## src/sv/rsk_pkg.sv

```systemverilog
// ----------------------------------------------------------------------------
// rsk_pkg: shared definitions for the rotate-sum key hash
// Widths of the key and result fields, and the command and status bundles
// that pass between the controller and the datapath.
// ----------------------------------------------------------------------------
package rsk_pkg;

  localparam int unsigned WordW  = 32;
  localparam int unsigned PosW   = 5;
  localparam int unsigned VbW    = 3;
  localparam int unsigned ByteW  = 8;
  localparam int unsigned CntW   = $clog2(WordW);

  localparam logic [WordW-1:0] BucketCountRst = WordW'(1);
  localparam logic [CntW-1:0]  LastDivStep    = CntW'(WordW - 1);

  typedef struct packed {
    logic acc_en;    // Fold the accepted beat into the running sum.
    logic div_load;  // Accepted beat closes the key: start the reduction.
    logic div_step;  // Run one restoring division step.
    logic out_load;  // Move the remainder into the result register.
  } rsk_cmd_t;

  typedef struct packed {
    logic div_last;  // The step counter is at the final division step.
  } rsk_sts_t;

endpackage

```

## src/sv/rsk_if.sv

```systemverilog
// ----------------------------------------------------------------------------
// rsk_if: valid/ready channels of the rotate-sum key hash
// One channel carries key beats in, the other carries bucket indexes out.
// ----------------------------------------------------------------------------
interface rsk_in_if import rsk_pkg::*; ();
  logic             valid;
  logic             ready;
  logic [WordW-1:0] key_word;
  logic [VbW-1:0]   valid_bytes;
  logic             last;

  modport source (output valid, output key_word, output valid_bytes, output last,
                  input ready);
  modport sink   (input valid, input key_word, input valid_bytes, input last,
                  output ready);
endinterface

interface rsk_out_if import rsk_pkg::*; ();
  logic             valid;
  logic             ready;
  logic [WordW-1:0] bucket_index;

  modport source (output valid, output bucket_index, input ready);
  modport sink   (input valid, input bucket_index, output ready);
endinterface

```

## src/sv/rsk_ctrl.sv

```systemverilog
// ----------------------------------------------------------------------------
// rsk_ctrl: sequencing for the rotate-sum key hash
// Accepts key beats, runs the division steps and hands the result over.
// ----------------------------------------------------------------------------
module rsk_ctrl import rsk_pkg::*; (
  input  logic     clk_i,
  input  logic     rst_ni,
  input  logic     in_valid_i,
  input  logic     in_last_i,
  output logic     in_ready_o,
  output logic     out_valid_o,
  input  logic     out_ready_i,
  input  rsk_sts_t sts_i,
  output rsk_cmd_t cmd_o
);

  typedef enum logic [2:0] {
    StIdle = 3'b001,
    StDiv  = 3'b010,
    StDone = 3'b100
  } state_e;

  state_e state_q, state_d;
  logic   out_valid_q, out_valid_d;
  logic   accept;

  assign in_ready_o  = (state_q == StIdle);
  assign accept      = in_valid_i & in_ready_o;
  assign out_valid_o = out_valid_q;

  always_comb begin
    state_d         = state_q;
    cmd_o           = '0;
    cmd_o.acc_en    = accept;
    cmd_o.div_load  = accept & in_last_i;
    unique case (state_q)
      StIdle: begin
        if (accept && in_last_i) begin
          state_d = StDiv;
        end
      end
      StDiv: begin
        cmd_o.div_step = 1'b1;
        if (sts_i.div_last) begin
          state_d = StDone;
        end
      end
      StDone: begin
        // The result register frees up either when empty or when drained now.
        if (!out_valid_q || out_ready_i) begin
          cmd_o.out_load = 1'b1;
          state_d        = StIdle;
        end
      end
      default: begin
        state_d = StIdle;
      end
    endcase
  end

  always_comb begin
    out_valid_d = out_valid_q;
    if (out_valid_q && out_ready_i) begin
      out_valid_d = 1'b0;
    end
    if (cmd_o.out_load) begin
      out_valid_d = 1'b1;
    end
  end

  always_ff @(posedge clk_i or negedge rst_ni) begin
    if (!rst_ni) begin
      state_q     <= StIdle;
      out_valid_q <= 1'b0;
    end else begin
      state_q     <= state_d;
      out_valid_q <= out_valid_d;
    end
  end

endmodule

```

## src/sv/rsk_dp.sv

```systemverilog
// ----------------------------------------------------------------------------
// rsk_dp: datapath of the rotate-sum key hash
// Running sum, word position, bucket count register, a one-bit-per-cycle
// restoring divider and the result register.
// ----------------------------------------------------------------------------
module rsk_dp import rsk_pkg::*; (
  input  logic             clk_i,
  input  logic             rst_ni,
  input  logic             cfg_we_i,
  input  logic [WordW-1:0] cfg_wdata_i,
  input  logic [WordW-1:0] key_word_i,
  input  logic [VbW-1:0]   valid_bytes_i,
  input  rsk_cmd_t         cmd_i,
  output rsk_sts_t         sts_o,
  output logic [WordW-1:0] bucket_index_o
);

  logic [WordW-1:0] sum_q, sum_d;
  logic [PosW-1:0]  pos_q, pos_d;
  logic [WordW-1:0] bcount_q;
  logic [WordW-1:0] dvd_q, dvd_d;
  logic [WordW:0]   rem_q, rem_d;
  logic [CntW-1:0]  cnt_q, cnt_d;
  logic [WordW-1:0] res_q;

  logic [2*WordW-1:0] rot_wide;
  logic [WordW-1:0]   rot_word;
  logic [WordW-1:0]   part_word;
  logic [WordW-1:0]   addend;
  logic [WordW-1:0]   sum_next;
  logic [PosW-1:0]    pos_next;
  logic               full_word;
  logic [WordW:0]     rem_sh;

  // Values 4 to 7 all count as a full word.
  assign full_word = valid_bytes_i[VbW-1];
  assign rot_wide  = {key_word_i, key_word_i} >> pos_q;
  assign rot_word  = rot_wide[WordW-1:0];

  always_comb begin
    part_word = '0;
    for (int j = 0; j < 3; j++) begin
      if (valid_bytes_i[1:0] > 2'(j)) begin
        part_word = part_word +
                    (WordW'(key_word_i[ByteW*j +: ByteW]) << j);
      end
    end
  end

  assign addend   = full_word ? rot_word : part_word;
  assign sum_next = sum_q + addend;
  assign pos_next = full_word ? pos_q + PosW'(1) : pos_q;

  always_comb begin
    sum_d = sum_q;
    pos_d = pos_q;
    if (cmd_i.acc_en) begin
      sum_d = cmd_i.div_load ? '0 : sum_next;
      pos_d = cmd_i.div_load ? '0 : pos_next;
    end
  end

  // A zero divisor always subtracts nothing, which leaves the dividend itself.
  assign rem_sh = {rem_q[WordW-1:0], dvd_q[WordW-1]};

  always_comb begin
    dvd_d = dvd_q;
    rem_d = rem_q;
    cnt_d = cnt_q;
    if (cmd_i.div_load) begin
      dvd_d = sum_next;
      rem_d = '0;
      cnt_d = '0;
    end else if (cmd_i.div_step) begin
      dvd_d = {dvd_q[WordW-2:0], 1'b0};
      cnt_d = cnt_q + CntW'(1);
      if (rem_sh >= {1'b0, bcount_q}) begin
        rem_d = rem_sh - {1'b0, bcount_q};
      end else begin
        rem_d = rem_sh;
      end
    end
  end

  assign sts_o.div_last = (cnt_q == LastDivStep);
  assign bucket_index_o = res_q;

  always_ff @(posedge clk_i or negedge rst_ni) begin
    if (!rst_ni) begin
      sum_q    <= '0;
      pos_q    <= '0;
      bcount_q <= BucketCountRst;
      cnt_q    <= '0;
    end else begin
      sum_q <= sum_d;
      pos_q <= pos_d;
      cnt_q <= cnt_d;
      if (cfg_we_i) begin
        bcount_q <= cfg_wdata_i;
      end
    end
  end

  always_ff @(posedge clk_i) begin
    dvd_q <= dvd_d;
    rem_q <= rem_d;
    if (cmd_i.out_load) begin
      res_q <= rem_q[WordW-1:0];
    end
  end

endmodule

```

## src/sv/rotate_sum_key_hash_unit.sv

```systemverilog
// ----------------------------------------------------------------------------
// rotate_sum_key_hash_unit: key to bucket index hash
// Top level that joins the controller, the datapath and the two channels.
// ----------------------------------------------------------------------------
// A key streams in on key_i as beats of four little-endian bytes. A full beat
// is rotated right by its word position and added to a running sum; a short
// beat of one to three bytes adds each byte shifted left by as many bits as its byte index.
// Non-last beats are taken one per cycle, and keep being taken while an
// earlier result still waits on res_o.
// The beat that carries last closes the key. The sum is then reduced modulo
// the bucket count by a restoring divider that retires one quotient bit per
// cycle, so key_i stays not ready after that beat through the 32 division
// steps and the hand-over of the remainder to the result register, after
// which the result is valid on res_o.
// A bucket count of zero passes the raw sum through.
// If res_o is stalled, the finished remainder waits in the divider and key_i
// stays not ready until the result register frees up. The bucket count is
// written through cfg_we_i and cfg_wdata_i; the user must do so only while
// idle, as the block does not enforce it. Reset clears the sum and the word
// position, empties the result register and sets the bucket count to one.
// ----------------------------------------------------------------------------
module rotate_sum_key_hash_unit import rsk_pkg::*; (
  input  logic             clk_i,
  input  logic             rst_ni,
  input  logic             cfg_we_i,
  input  logic [WordW-1:0] cfg_wdata_i,
  rsk_in_if.sink           key_i,
  rsk_out_if.source        res_o
);

  rsk_cmd_t cmd;
  rsk_sts_t sts;

  rsk_ctrl u_ctrl (
    .clk_i       (clk_i),
    .rst_ni      (rst_ni),
    .in_valid_i  (key_i.valid),
    .in_last_i   (key_i.last),
    .in_ready_o  (key_i.ready),
    .out_valid_o (res_o.valid),
    .out_ready_i (res_o.ready),
    .sts_i       (sts),
    .cmd_o       (cmd)
  );

  rsk_dp u_dp (
    .clk_i          (clk_i),
    .rst_ni         (rst_ni),
    .cfg_we_i       (cfg_we_i),
    .cfg_wdata_i    (cfg_wdata_i),
    .key_word_i     (key_i.key_word),
    .valid_bytes_i  (key_i.valid_bytes),
    .cmd_i          (cmd),
    .sts_o          (sts),
    .bucket_index_o (res_o.bucket_index)
  );

  // Closing a key starts the reduction, so the input side must go busy.
  a_last_busy: assert property (@(posedge clk_i) disable iff (!rst_ni)
    (key_i.valid && key_i.ready && key_i.last) |=> !key_i.ready)
    else $error("input still ready after the closing beat");

  // Beats inside a key stream without a gap.
  a_stream_on: assert property (@(posedge clk_i) disable iff (!rst_ni)
    (key_i.valid && key_i.ready && !key_i.last) |=> key_i.ready)
    else $error("input went busy after a beat inside a key");

  // A new result only appears at the end of a reduction.
  a_result_after_div: assert property (@(posedge clk_i) disable iff (!rst_ni)
    $rose(res_o.valid) |-> !$past(key_i.ready))
    else $error("result appeared without a reduction");

endmodule

```

## src/flat_wrapper.sv

```systemverilog
// flat-port wrapper written by rule: the top's interface ports become plain ports
module rotate_sum_key_hash_unit_flat import rsk_pkg::*;
  (clk_i, rst_ni, cfg_we_i, cfg_wdata_i, key_i_valid, key_i_key_word, key_i_valid_bytes, key_i_last, key_i_ready, res_o_valid, res_o_bucket_index, res_o_ready);
  rsk_in_if key_i_i ();
  rsk_out_if res_o_i ();
  input  logic clk_i;
  input  logic rst_ni;
  input  logic cfg_we_i;
  input  logic [WordW-1:0] cfg_wdata_i;
  input wire logic [$bits(key_i_i.valid)-1:0] key_i_valid;
  input wire logic [$bits(key_i_i.key_word)-1:0] key_i_key_word;
  input wire logic [$bits(key_i_i.valid_bytes)-1:0] key_i_valid_bytes;
  input wire logic [$bits(key_i_i.last)-1:0] key_i_last;
  output wire logic [$bits(key_i_i.ready)-1:0] key_i_ready;
  output wire logic [$bits(res_o_i.valid)-1:0] res_o_valid;
  output wire logic [$bits(res_o_i.bucket_index)-1:0] res_o_bucket_index;
  input wire logic [$bits(res_o_i.ready)-1:0] res_o_ready;
  assign key_i_i.valid = key_i_valid;
  assign key_i_i.key_word = key_i_key_word;
  assign key_i_i.valid_bytes = key_i_valid_bytes;
  assign key_i_i.last = key_i_last;
  assign key_i_ready = key_i_i.ready;
  assign res_o_valid = res_o_i.valid;
  assign res_o_bucket_index = res_o_i.bucket_index;
  assign res_o_i.ready = res_o_ready;
  rotate_sum_key_hash_unit u_core (.clk_i(clk_i), .rst_ni(rst_ni), .cfg_we_i(cfg_we_i), .cfg_wdata_i(cfg_wdata_i), .key_i(key_i_i), .res_o(res_o_i));
endmodule
```

## config.mk

```make
export PLATFORM = sky130hd
export DESIGN_NAME = rotate_sum_key_hash_unit_flat
export DESIGN_NICKNAME = d
export VERILOG_FILES = /design/src/sv/rsk_pkg.sv /design/src/sv/rsk_if.sv /design/src/sv/rsk_ctrl.sv /design/src/sv/rsk_dp.sv /design/src/sv/rotate_sum_key_hash_unit.sv /design/src/flat_wrapper.sv
export SDC_FILE = /design/constraint.sdc
export NUM_CORES = 1
export LEC_CHECK = 0
export BUFFER_PORTS_ARGS = -buffer_cell sky130_fd_sc_hd__buf_2
export CORE_MARGIN = 2
export CORE_UTILIZATION = 61
export CTS_CLUSTER_DIAMETER = 200
export DETAILED_ROUTE_END_ITERATION = 10
export PLACE_DENSITY = 0.81
export SETUP_SLACK_MARGIN = 0.2
export SYNTH_ARGS = -nofsm -noshare
export SYNTH_HDL_FRONTEND = slang
export SYNTH_SLANG_ARGS = --single-unit
```

## constraint.sdc

```tcl
create_clock -name clk_i -period 5.3 [get_ports clk_i]
set_input_delay 0.53 -clock clk_i [delete_from_list [all_inputs] [get_ports clk_i]]
set_output_delay 0.53 -clock clk_i [all_outputs]
set_load 0.02 [all_outputs]
```

==> Word-level counts from Yosys, hierarchy flattened <==
Index checks and enable logic that the tools add are counted.
{ "word_totals": {"reg_bits": 174, "out_inout_bits": 34, "wordCells": 59} }
{ "classes": {"add_sub_neg": 6, "order_cmp": 4, "n_eq_ne": 7, "shifts": 1, "muxes": 21, "bitwise": 2, "reduce_logical": 9} }
{ "ops": {"columns": ["op", "n"], "rows": [
  ["two-way mux 32 bit", 7],
  [">> shifter 64 x 5 -> 32 bit", 1],
  [">= comparator 33 x 32 -> 1 bit", 1],
  ["adder 32 x 10 -> 32 bit", 1],
  ["adder 32 bit", 1],
  ["subtractor 32 bit", 1],
  ["two-way mux 5 bit", 4],
  ["adder 5 x 1 -> 5 bit, second input constant", 2],
  ["adder 8 x 9 -> 10 bit", 1],
  ["two-way mux 3 bit", 3],
  ["case mux 3 bit (3 select lines)", 1],
  ["two-way mux 8 bit", 1],
  ["nonzero test 2 bit", 3],
  ["equality test 5 bit, second input constant", 1],
  ["two-way mux 1 bit", 5],
  ["greater-than comparator 2 x 1 -> 1 bit, second input constant", 2],
  ["!= test 2 x 1 -> 1 bit, second input constant", 2],
  ["equality test 3 x 1 -> 1 bit, second input constant", 1],
  ["equality test 3 x 2 -> 1 bit, second input constant", 1],
  ["equality test 3 bit, second input constant", 1],
  ["AND reduction 3 bit", 1],
  ["bitwise AND 1 bit", 2],
  ["greater-than comparator 2 bit, second input constant", 1],
  ["logical AND 1 bit", 2],
  ["other kinds (4)", 4]
]} }

==> Logic depth before layout (Yosys ltp) <==
{ "depth": {"depth_word": 9, "depth_mapped": 30, "depth_no_buf": 28} }

==> By module <==
From an unflattened synthesis, not the netlist that was laid out.
{ "hier_totals": {"hier_cells": 1380, "hier_area_um2": 12991.2} }
{ "by_module_without_submodules": {"columns": ["module", "instances", "cells_each", "area_each_um2", "seq_area_each_um2"], "rows": [
  ["rsk_dp", 1, 1356, 12752.2, 4415.5],
  ["rsk_ctrl", 1, 24, 239.0, 101.3]
]} }

==> Worst setup path after synthesis <==
OpenSTA, ideal clock, no wires.
{ "synth_path": {"path_type": "input port to flip-flop", "from": "input key_i_valid_bytes[0]", "to": "register u_core.u_dp.dvd_q[30], data pin", "t_arrival_ns": 5.736, "path_slack_ns": -0.701, "cell_stages": 30, "path_cell_list": "buf_2 -> or2_1 -> buf_6 -> and2_1 -> ha_1 -> fa_1 -> xnor2_1 -> mux2_2 -> nand2_1 -> o21ai_0 -> ha_1 -> a21o_1 -> a21oi_1 -> o21bai_1 -> a21oi_1 -> o21ai_0 -> xnor2_1 -> nor2_1 -> a211oi_1 -> a21oi_1 -> ha_1 -> a211o_1 -> o21ai_1 -> a21oi_2 -> o31ai_4 -> o31ai_2 -> a41o_1 -> a221oi_2 -> xor2_1 -> o21ai_1"} }
{ "synth_via": {"elab_chain_len": 9} }
{ "synth_rtl": {"columns": ["element", "line", "source"], "rows": [
  ["from (decl)", "flat_wrapper.sv:12", "input wire logic [$bits(key_i_i.valid_bytes)-1:0] key_i_valid_bytes;"],
  ["greater-than comparator 2 x 1 -> 1 bit", "rsk_dp.sv:43", "if (valid_bytes_i[1:0] > 2'(j)) begin"],
  ["two-way mux 8 bit", "rsk_dp.sv:43", null],
  ["adder 8 x 9 -> 10 bit", "rsk_dp.sv:44", "part_word = part_word +"],
  ["two-way mux 32 bit", "rsk_dp.sv:43", null],
  ["adder 32 x 10 -> 32 bit", "rsk_dp.sv:44", null],
  ["two-way mux 32 bit (*)", "rsk_dp.sv:43", null],
  ["two-way mux 32 bit (*)", "rsk_dp.sv:50", "assign addend = full_word ? rot_word : part_word;"],
  ["adder 32 bit (*)", "rsk_dp.sv:51", "assign sum_next = sum_q + addend;"],
  ["two-way mux 32 bit (*)", "rsk_dp.sv:70", "if (cmd_i.div_load) begin"],
  ["net u_core.u_dp.dvd_d[30]", "rsk_dp.sv:21", "logic [WordW-1:0] dvd_q, dvd_d;"],
  ["to (signal assigned)", "rsk_dp.sv:105", "dvd_q <= dvd_d;"],
  ["to (decl)", "rsk_dp.sv:21", null]
]} }
The timed path passes the listed nets; every way through them passes the cells marked *.
A chain may end at the register's enable or synchronous reset.

==> Worst setup path in the final report <==
{ "layout_path": {"from": "input key_i_valid_bytes[1]", "to": "register u_core.u_dp.dvd_q[16], data pin"} }
The elaborated chain is that of the path after synthesis.

==> impl_metrics.tcl <==
set metrics [dict create \
    fp.dieW_um 148 \
    grt_pass1_wl_um 54100 \
    firstDrtPassIters 5 \
    hp-class "in -> reg" \
    fin_util_pct 75.7 \
    synthSimpleGateAreaFrac_pct 14.3 \
    power_frac_seq_pct 23.5 \
    syn-cell-area_mm2 0.0127 \
    hold_slack_ns 0.296 \
    synth_area_leaders "edfxtp_1, dfrtp_1, mux2i_1, ha_1, nand2_1" \
    place_area_mm2 0.0140 \
    switching_share_pct 42.9 \
    met1Wirelength_um 14000 \
    instances_no_fill 1839 \
    cpMaxStageDelayCell "fa_2" \
    layout_commonest_cell "nand2_1" \
    postSynthCellCount 1404 \
    power_density_mw_per_mm2 482 \
    worstSetupPathType "in -> reg" \
    syn2layout_area_growth_pct 21.1 \
    cts_buffers 17 \
    critPathArrivalTime_ns 5.76 \
    dp_slack_ns -0.744 \
    place.gp.congestion 1.02 \
    cp-end-kind "flip-flop" \
    grt_antenna_before_repair 0 \
    dp_hpwl_um 23600 \
    drive_above_1_share_pct 25.0 \
    required_ns 5.48 \
    async_flop_share_pct 44.8 \
    drv_cap 0 \
    crit_path_max_fanout 4 \
    synthAdderAreaFrac_pct 8.61 \
    met2WireLength_um 17400 \
    num-fill-cells 1404 \
    slew_headroom_pct 35.5 \
    antenna_cells 0 \
    fin_crit_ns 5.59 \
    drt_wl_total_um 34600 \
    vdd_drop_max_mv 0.465 \
    rows 52 \
    synth_xor_area_share_pct 4.90 \
    clock_latency_ns 0.44 \
    cpPeakStageDelay_ns 0.41 \
    drtAntennaViolNets 0 \
    synth_top_family_by_area "compound AO/OA/AOI/OAI gates" \
    drv_slew 0 \
    finalSetupTns_ns -2.70 \
    violations "negative setup slack" \
    grt_max_degree 64 \
    grt_use_total_pct 30.8 \
    drc_errors 0 \
    routedWlPerCell_um 18.8 \
    cts_root_buf "clkbuf_16" \
    cts_sinks 174 \
    fin_ws_ns -0.286 \
    core_mm2 0.0203 \
    switchingPower_mw 3.18 \
    pin_count 107 \
    die_area_mm2 0.0220 \
    clk_pin_slew_worst_paths_ns 0.08 \
    synthMuxAreaShare_pct 13.3 \
    setup_viol_count_final 22 \
    startpoint_type "primary input" \
    vias 11300 \
    postLayoutCellArea_mm2 0.0154 \
    yosysTopAreaCellShare_pct 15.2 \
    run_status "finished, violations left" \
    wl_met3_um 1890 \
    combPwrFrac_pct 59.2 \
    cp_common_cell "ha_4" \
    synth_nets 1561 \
    cts_tree "built" \
    htreeDepth 4 \
    clock-skew-final_ns 0.0116 \
    dieHeight_um 148 \
    p_int_mw 4.22 \
    dp_cells 1787 \
    maxUsedRoutingLayer "met4" \
    report.final.hold_viol_count 0 \
    final_cell_mix "nand2_1, mux2i_1, o21ai_0, buf_2, buf_4" \
    ys_types 74 \
    via_per_inst 6.12 \
    first_global_vias 10900 \
    clk_path_buf_depth 2 \
    synthFlopType "dfrtp_1" \
    initial_utilization_pct 62.5 \
    ys_seq_elements 174 \
    power_mw 7.40 \
    port_buffers 106 \
    synth-compound-area-share_pct 18.8 \
    drt_iter0_markers 810 \
    rsz0062_at_grt "true" \
    synth_edf_count 64 \
    p_leak_nw 6.92 \
    fmax_ghz 0.179 \
    p_clk_share_pct 17.3 \
    grt_overflow 0 \
    nNetsFinal 1713 \
    avgSynthCellArea_um2 9.03 \
    synth_area_leader_cell "edfxtp_1" \
    ys_seq_area_share_pct 35.6 \
    final.period_utilization_pct 105 \
    worstMarginPinSlew_ns 0.968 \
    ys_warn_count 0 \
]
worst max-delay path: cells and delay by family:
family | cells | cell delay [ns]
compound gates | 15 | 2.52
xor+xnor | 3 | 0.54
mux | 1 | 0.28
fa+ha+maj | 4 | 1.09
simple gates | 4 | 0.50
buf+inv | 3 | 0.29
metal layers:
| metal | GRT usage [%] | vias to the layer above |
|---|---|---|
| li1 | - | 5363 |
| met1 | 37.7 | 5410 |
| met2 | 54.7 | 392 |
| met3 | 4.29 | 85 |
| met4 | 12.7 | 0 |
| met5 | 0 | - |
power by group through the flow:
| stage | combinational [mW] | sequential, mW | clock, mW |
|---|---|---|---|
| after floorplan | 2.63 | 1.68 | 0 |
| after global placement | 3.55 | 1.75 | 0 |
| after detailed placement | 3.63 | 1.75 | 0 |
| after CTS | 3.83 | 1.73 | 1.29 |
| after global routing | 4.71 | 1.76 | 1.35 |
| final | 4.38 | 1.74 | 1.28 |
cell usage after synthesis (9+ instances only):
library cell	number
a211oi_1	11
a21o_1	26
a21oi_1	70
a22o_1	11
a31oi_1	15
and2_1	29
and3_1	12
clkbuf_1	52
dfrtp_1	76
dfxtp_1	32
edfxtp_1	64
ha_1	80
inv_1	56
mux2_2	25
mux2i_1	123
nand2_1	222
nand2b_1	9
nand3_1	27
nor2_1	50
nor2b_1	10
nor3_1	14
o21ai_0	128
o21ai_1	36
o21bai_1	11
o31ai_1	10
xnor2_1	35
xor2_1	36
cell type report:
class / instances / area [um^2] / share of cell area [%]
clock buffer: 18 / 429 / 2.79
clock inverter: 14 / 174 / 1.13
inverter: 56 / 213 / 1.38
multi-input combinational: 1097 / 8290 / 54.0
sequential: 174 / 4520 / 29.4
tap: 270 / 338 / 2.20
timing repair buffer: 210 / 1400 / 9.10
cells by family after synthesis:
| logic type | after synthesis |
|---|---|
| AND/OR/NAND/NOR | 403 |
| XOR/XNOR | 71 |
| multiplexers | 156 |
| buffers and inverters | 133 |
| AO/OA/AOI/OAI | 382 |
| adder cells (fa/ha/maj) | 85 |
| flip-flops | 174 |
worst paths after layout:
path	from	to	slack (ns)	cells after the start
setup / recovery	key_i_valid_bytes[1]	u_core.u_dp.dvd_q[16]	-0.29	30
hold / removal	cfg_wdata_i[30]	u_core.u_dp.bcount_q[30]	0.30	3
setup reg to reg	u_core.u_dp.pos_q[1]	u_core.u_dp.dvd_q[16]	0.18	20
hold reg to reg	u_core.u_dp.rem_q[10]	u_core.u_dp.rem_q[10]	0.49	2
max in group asynchronous	rst_ni	u_core.u_dp.pos_q[0]	3.68	3
min in group asynchronous	rst_ni	u_core.u_dp.bcount_q[12]	0.53	2
timing repair:
item / CTS / global route
buffers inserted: 7 / 12
endpoints found under the hold margin: 9 / 0
endpoints found under the setup margin: 37 / 44
hold buffers: 1 / 0
gates resized for setup: 47 / 76
pin swaps: 48 / 57
registers in the layout, indices dropped and copies added (netlist names), 3 cells and up:
signal and flops:
u_core.u_ctrl.state_q 3, u_core.u_dp.bcount_q 32, u_core.u_dp.bucket_index_o 32, u_core.u_dp.cnt_q 5, u_core.u_dp.dvd_q 32, u_core.u_dp.pos_q 5
u_core.u_dp.rem_q 32, u_core.u_dp.sum_q 32
Note: power is estimated with default switching activity, not from simulation.
